===== src/design/wrp_pkg.sv =====
// Package with the shared types, widths and constants of the windowed repetition penalty core.
package wrp_pkg;

  localparam int WINDOW_DEPTH_DEF = 64;
  localparam int TOKEN_BITS_DEF   = 17;

  localparam int LOGIT_W = 32;
  localparam int PEN_W   = 16;
  localparam int WLEN_W  = 7;
  localparam int OCC_W   = 7;
  localparam int ACC_W   = 50;
  localparam int DIVD_W  = LOGIT_W - 1 + 8;
  localparam int QCNT_W  = $clog2(DIVD_W);

  localparam logic [WLEN_W-1:0] WLEN_RESET = WLEN_W'(64);
  localparam logic [PEN_W-1:0]  PEN_ONE    = PEN_W'(256);
  localparam logic [PEN_W-1:0]  PEN_ZERO   = '0;

  localparam logic signed [ACC_W-1:0] SAT_MAX =
    {{(ACC_W - LOGIT_W + 1){1'b0}}, {(LOGIT_W - 1){1'b1}}};
  localparam logic signed [ACC_W-1:0] SAT_MIN =
    {{(ACC_W - LOGIT_W + 1){1'b1}}, {(LOGIT_W - 1){1'b0}}};

  typedef enum logic {
    CMD_ACCEPT   = 1'b0,
    CMD_PENALIZE = 1'b1
  } cmd_e;

  typedef enum logic [1:0] {
    REG_WINDOW_LENGTH     = 2'd0,
    REG_REPEAT_PENALTY    = 2'd1,
    REG_FREQUENCY_PENALTY = 2'd2,
    REG_PRESENCE_PENALTY  = 2'd3
  } cfg_reg_e;

  typedef enum logic [3:0] {
    S_CLEAR,
    S_IDLE,
    S_ACC_CHK,
    S_ACC_OLD,
    S_ACC_DEC,
    S_ACC_TOK,
    S_ACC_INC,
    S_PEN_RD,
    S_PEN_CNT,
    S_PEN_MUL,
    S_PEN_SCALE,
    S_PEN_DIV,
    S_PEN_FREQ,
    S_PEN_SUM,
    S_PEN_OUT
  } state_e;

endpackage


===== src/design/wrp_div.sv =====
// Radix-2 restoring divider that produces one quotient bit per cycle.
module wrp_div (
  input  logic                       clk_i,
  input  logic                       rst_ni,
  input  logic                       start_i,
  input  logic [wrp_pkg::DIVD_W-1:0] dividend_i,
  input  logic [wrp_pkg::PEN_W-1:0]  divisor_i,
  output logic                       done_o,
  output logic [wrp_pkg::DIVD_W-1:0] quotient_o
);

  localparam int DW = wrp_pkg::DIVD_W;
  localparam int PW = wrp_pkg::PEN_W;
  localparam int CW = wrp_pkg::QCNT_W;

  logic          busy_q;
  logic          done_q;
  logic [CW-1:0] cnt_q;
  logic [DW-1:0] shreg_q;
  logic [PW-1:0] rem_q;
  logic [PW-1:0] div_q;
  logic [PW:0]   shifted;
  logic [PW:0]   trial;
  logic          take;

  always_comb begin
    shifted = {rem_q, shreg_q[DW-1]};
    trial   = shifted - {1'b0, div_q};
    take    = ~trial[PW];
  end

  always_ff @(posedge clk_i or negedge rst_ni) begin
    if (!rst_ni) begin
      busy_q <= 1'b0;
      done_q <= 1'b0;
      cnt_q  <= '0;
    end else begin
      done_q <= 1'b0;
      if (start_i) begin
        busy_q <= 1'b1;
        cnt_q  <= CW'(DW - 1);
      end else if (busy_q) begin
        if (cnt_q == '0) begin
          busy_q <= 1'b0;
          done_q <= 1'b1;
        end else begin
          cnt_q <= cnt_q - 1'b1;
        end
      end
    end
  end

  always_ff @(posedge clk_i) begin
    if (start_i) begin
      shreg_q <= dividend_i;
      rem_q   <= '0;
      div_q   <= divisor_i;
    end else if (busy_q) begin
      shreg_q <= {shreg_q[DW-2:0], take};
      rem_q   <= take ? trial[PW-1:0] : shifted[PW-1:0];
    end
  end

  assign done_o     = done_q;
  assign quotient_o = shreg_q;

endmodule


===== config.mk =====
export PLATFORM = sky130hd
export DESIGN_NAME = wrp_div
export DESIGN_NICKNAME = d
export VERILOG_FILES = /design/src/design/wrp_pkg.sv /design/src/design/wrp_div.sv
export SDC_FILE = /design/constraint.sdc
export NUM_CORES = 1
export LEC_CHECK = 0
export BUFFER_PORTS_ARGS = -buffer_cell sky130_fd_sc_hd__buf_2
export CAP_MARGIN = 20
export CELL_PAD_IN_SITES_DETAIL_PLACEMENT = 1
export CELL_PAD_IN_SITES_GLOBAL_PLACEMENT = 1
export CORE_ASPECT_RATIO = 0.5
export CORE_MARGIN = 4
export CORE_UTILIZATION = 30
export DETAILED_ROUTE_END_ITERATION = 10
export PLACE_DENSITY_LB_ADDON = 0.1
export SYNTH_ARGS = -nofsm -noshare
export SYNTH_HDL_FRONTEND = slang
export SYNTH_SLANG_ARGS = --single-unit

===== constraint.sdc =====
create_clock -name clk_i -period 3.1 [get_ports clk_i]
set_input_delay 0.155 -clock clk_i [delete_from_list [all_inputs] [get_ports clk_i]]
set_output_delay 0.155 -clock clk_i [all_outputs]
set_load 0.1 [all_outputs]

* Yosys cells after proc, flatten, opt, wreduce, memory -nomap -nowiden
Index checks and enable logic that the tools add are counted.
** Word-level totals
- Bits in registers :: 79
- Latch bits :: 0
- RAM bits :: 0
- Bits in read-only memories :: 0
- Bits of input ports :: 58
- Memories :: 0
** Operators by class
- Add/sub/neg operators :: 2
- $mul :: 0
- Div/mod/pow operators :: 0
- $lt $le $gt $ge :: 0
- Equal/unequal tests :: 1
- Shift-type cells :: 0
- Multiplexer cells :: 12
- Bitwise logic cells :: 1
- Reductions and logical operators :: 3
** Operators with widths (count)
- $mux W39 :: 2
- $mux W6 :: 3
- $sub A17 B16 Y17 :: 1
- $mux W16 :: 1
- $logic_not A6 Y1 :: 1
- $mux W1 :: 6
- $sub A6 B1 Y6 const B :: 1
- $ne A2 B2 Y1 const B :: 1
- $reduce_and A2 Y1 :: 1
- $reduce_bool A2 Y1 :: 1
- $not A1 Y1 :: 1

* Depth between registers and ports, before layout
- Depth after elaboration :: 4
- Depth in mapped cells :: 12
- Gate-level depth less buffers :: 10

* Worst setup path before layout
OpenSTA, ideal clock, no wires.
- Path kind :: register to register
- From :: register shreg_q[38] (netlist: quotient_o[38])
- To :: register rem_q[8]
- Setup time :: 0.086 ns
- Arrival time :: 3.129 ns
- Required time :: 3.014 ns
- Setup slack :: -0.114 ns
- Stages on the path, launching flop included :: 13
- Path buffers :: 2
- Period minus slack after synthesis :: 3.214 ns
- Cells stage by stage :: edfxtp_1 inv_1 ha_1 fa_1 nand2b_1 a21oi_2 nor2_1 o31a_1 and3_1 buf_6 buf_12 mux2i_1 a211oi_1
** Between the ends
- Word-level cells in the longest chain between the ends :: 2
** Ends and longest elaborated chain
- from (decl) :: line wrp_div.sv:19 : logic [DW-1:0] shreg_q;
- from (signal assigned) :: line wrp_div.sv:55 : shreg_q <= dividend_i;
- from (signal assigned) :: line wrp_div.sv:59 : shreg_q <= {shreg_q[DW-2:0], take};
- $sub A17 B16 Y17 :: line wrp_div.sv:28 : trial = shifted - {1'b0, div_q};
- $mux W16 :: line wrp_div.sv:60 : rem_q <= take ? trial[PW-1:0] : shifted[PW-1:0];
- to (signal assigned) :: line wrp_div.sv:60
- to (decl) :: line wrp_div.sv:20 : logic [PW-1:0] rem_q;
No other way between the ends.
A chain may end at the register's enable or synchronous reset.

* Final worst setup path
- From :: register shreg_q[38] (netlist: quotient_o[38])
- To :: register rem_q[11]
The elaborated chain is that of the path after synthesis.

==> summary.txt <==
Run status
  • Outcome: completed

Setup path
  • Req. time, crit path: about 3.3 ns
  • CP Buf/Inv Count: 2
  • CP Max Fanout: 5
  • Crit path largest cell delay: 0.40 ns
  • Startpoint types: flop
  • R2r startpoint: quotient_o[38]
  • Reg2reg setup slack: 0.46 ns
  • CP endpoint kind: flop
  • Critical path launch point: quotient_o[38]
  • Crit-path cells: inv_1 > ha_2 > fa_2 > nand2b_4 > a21oi_4 > nor2_2 > o21ai_1 > and3_1 > buf_4 > mux2i_1 > a211oi_1
  • R2R depth: 11
  • Largest delay contributor family on the critical path: adder cells
  • Crit path DAT: ~2.8 ns
  • Highest-delay cell along the critical path: fa_2
  • Worst reg2reg path endpoint: rem_q[11]
  • Setup CP Type: reg -> reg

Timing
  • Slew margin rel.: between 30% and 40%
  • Post-route minimum period: 2.64 ns
  • Fin. Hold Viols: 0
  • Tightest Pin Transition: 0.965 ns
  • FMAX: approximately 380 MHz
  • RSZ-0062 raised after global routing: false
  • Part of the cycle the worst path needs: 85.2%
  • Pins Over Slew Limit: 0
  • Setup-violating endpoint count in the final report: 0
  • Final Skew: ~0.012 ns
  • Fin Setup TNS: 0 ns

GRT
  • Largest net degree at the start of global routing: 56
  • GRT Util Overall: 13.9%
  • Vias in the first global route: 3428
  • Grt ovf: 0
  • First-pass GRT wire length: 17.5 mm
  • Initial antenna violation count: 0

CTS
  • Clk sinks: 79
  • Skew-Pair Late Insertion Delay: around 0.34 ns
  • TritonCTS clock tree: done
  • CTS Buf Count: 9
  • Root Buffer: clkbuf_16
  • H-tree depth: 3
  • Clock tree buffer depth: 2
  • Setup bufs post-CTS: 0
  • Reg clk slew, reported paths: ~0.06 ns

Synth
  • Synth warn: 0
  • FF+latch count, synth: 79
  • Mapped Nets: 418
  • Mapped Cells: 341
  • Post-synth EDFFs: 55
  • Area leader, netlist: edfxtp_1
  • Synth top cells by count: edfxtp_1, mux2_2, nor2_1
  • Yosys top cell area share: 40.3%
  • Main flop type after synthesis: edfxtp_1
  • Count leader, synth: edfxtp_1
  • Top cells by area, synth: edfxtp_1, mux2_2, dfxtp_1, ha_1, dfrtp_1
  • Register area share after synthesis: 53.0%
  • FFs w/ async S/R, synth: 10.1%
  • Unique cell type count in the Yosys netlist: 49
  • Avg Cell Area, Syn: 12.0 um2
  • Synthesized area: 0.00410 mm2

Place
  • Placer Congestion: between 0.7 and 0.8
  • Port bufs: 97
  • Placed insts: 600
  • Post-DP HPWL: 7.57 mm

Worst hold path
  • Hold WC Path Type: in -> reg
  • WHS Path Cells: 2
  • Hold Path Origin: dividend_i[35]
  • Worst Hold End: quotient_o[35]

Floorplan
  • # IOs: 98
  • Cell Rows: 29
  • Starting density of the core: 31.5%
  • Die area: 0.0157 mm2
  • Die H: 90.6 um
  • Core ar.: 0.0130 mm2
  • Die width: 173 um

Finish
  • NumNets Final: 535
  • Synth-to-layout area growth: 28.1%
  • Final Non-Filler Cells: 633
  • Share of layout cells above drive strength 1: between 30 and 40%
  • Ant diodes: 0
  • Fillers: roughly 1500

Routing
  • DR pass1 iterations: 4
  • DRC violations left: 0
  • ANT nets after route: 0
  • Vias per inst: 4.79
  • WL final: 10.5 mm
  • DR iter-0 viols: 90
  • WL/cell: 16.6 um
  • Vias: 3031

Power
  • Leakage power: ~2.2 nW
  • Peak supply drop: slightly above 0.3 mV
  • PwrDens: ~600 mW/mm2

Flow run
  • Max Cap Viol: 0
## through the flow
stage	hold WS [ns]	setup WS (ns)	area [um2]	utilization (%)	power, W
final	0.114	0.459	5250	40.4	0.00311
after global routing	0.0994	0.211	5250	40.4	0.00325
after CTS	0.103	0.419	5250	40.4	0.00316
after detailed placement	0.0146	0.443	4770	36.7	0.00200
after global placement	0.00968	0.569	4770	36.7	0.00199
after floorplan	-0.141	0.00476	4120	-	0.00186
## what timing repair did
action                                 in CTS  in global routing
setup endpoints to repair                   0                  0
resized for setup                           0                  0
endpoints found under the hold margin      24                  0
hold buffers                               17                  0
## placed cells by master (no fill, tap or decap), types with 2 or more instances in the layout
| cell | n |
|---|---|
| a211oi_1 | 10 |
| o21ai_2 | 2 |
| a21o_1 | 2 |
| a21oi_4 | 2 |
| edfxtp_1 | 55 |
| a211o_2 | 2 |
| clkinv_4 | 2 |
| or3_1 | 2 |
| nand2b_1 | 8 |
| o31ai_1 | 2 |
| dfxtp_1 | 16 |
| dfrtp_1 | 8 |
| nor4_1 | 2 |
| inv_1 | 22 |
| mux2_2 | 38 |
| nor2b_1 | 3 |
| a32oi_1 | 3 |
| mux2i_1 | 10 |
| nand3_1 | 9 |
| clkbuf_8 | 2 |
| o311ai_0 | 2 |
| a21oi_1 | 13 |
| nor2_1 | 24 |
| o21ai_0 | 12 |
| nand4_1 | 3 |
| nand2_1 | 19 |
| dlygate4sd3_1 | 17 |
| buf_4 | 7 |
| buf_2 | 97 |
| xor2_1 | 7 |
| o211ai_1 | 4 |
| nor3_1 | 2 |
| ha_1 | 17 |
| clkbuf_16 | 9 |
| o22a_1 | 2 |
| xnor2_1 | 10 |
| nor4b_1 | 2 |
## cell families (layout without fill, tap and decap cells)
logic type | count (synthesis) | in the layout | share of synthesized area [%]
mux | 48 | 48 | 12.9
buf+inv | 37 | 159 | 4.52
simple gates | 81 | 81 | 9.84
fa+ha+maj | 19 | 19 | 5.99
compound gates | 60 | 60 | 10.1
xor+xnor | 17 | 17 | 3.63
flops | 79 | 79 | 53.0
## worst reg2reg max path: stages (launching register included)
cell	delay [ns]
edfxtp_1	0.36
inv_1	0.05
ha_2	0.19
fa_2	0.40
nand2b_4	0.16
a21oi_4	0.18
nor2_2	0.07
o21ai_1	0.18
and3_1	0.35
buf_4	0.21
mux2i_1	0.22
a211oi_1	0.10
## worst max path at each step
stage	endpoint	cells after the start	slack [ns]
floorplan	rem_q[8]	12	0.005
global placement	rem_q[2]	11	0.57
detailed placement	rem_q[2]	11	0.44
CTS	rem_q[11]	11	0.42
global route	rem_q[0]	9	0.21
finish	rem_q[11]	11	0.46
## where the power goes
group          switching, W  total [W]  internal (W)
Combinational      0.000547   0.000730      0.000183
Clock              0.000446    0.00112      0.000672
Sequential        0.0000421    0.00126       0.00122
## routing by layer
layer	wire length (um)	GRT usage (%)	vias up
met5	0	0	-
met4	112	2.79	0
met3	766	6.40	10
met2	4910	22.7	65
met1	4730	17.1	1479
li1	-	-	1477
## state kept, by name, indices dropped and copies added (netlist names)
register	cells
quotient_o	39
div_q	16
cnt_q	6
rem_q	16
done_o	1
busy_q	1
## area by class of cell
cell class | instances | area [um2] | area share, %
clock buffer | 12 | 256 | 4.89
clock inverter | 4 | 55.1 | 1.05
inverter | 22 | 82.6 | 1.57
multi-input combinational | 225 | 1760 | 33.6
sequential | 79 | 2170 | 41.4
tap | 170 | 213 | 4.05
timing repair buffer | 121 | 708 | 13.5
(Power assumes the default switching activity.)
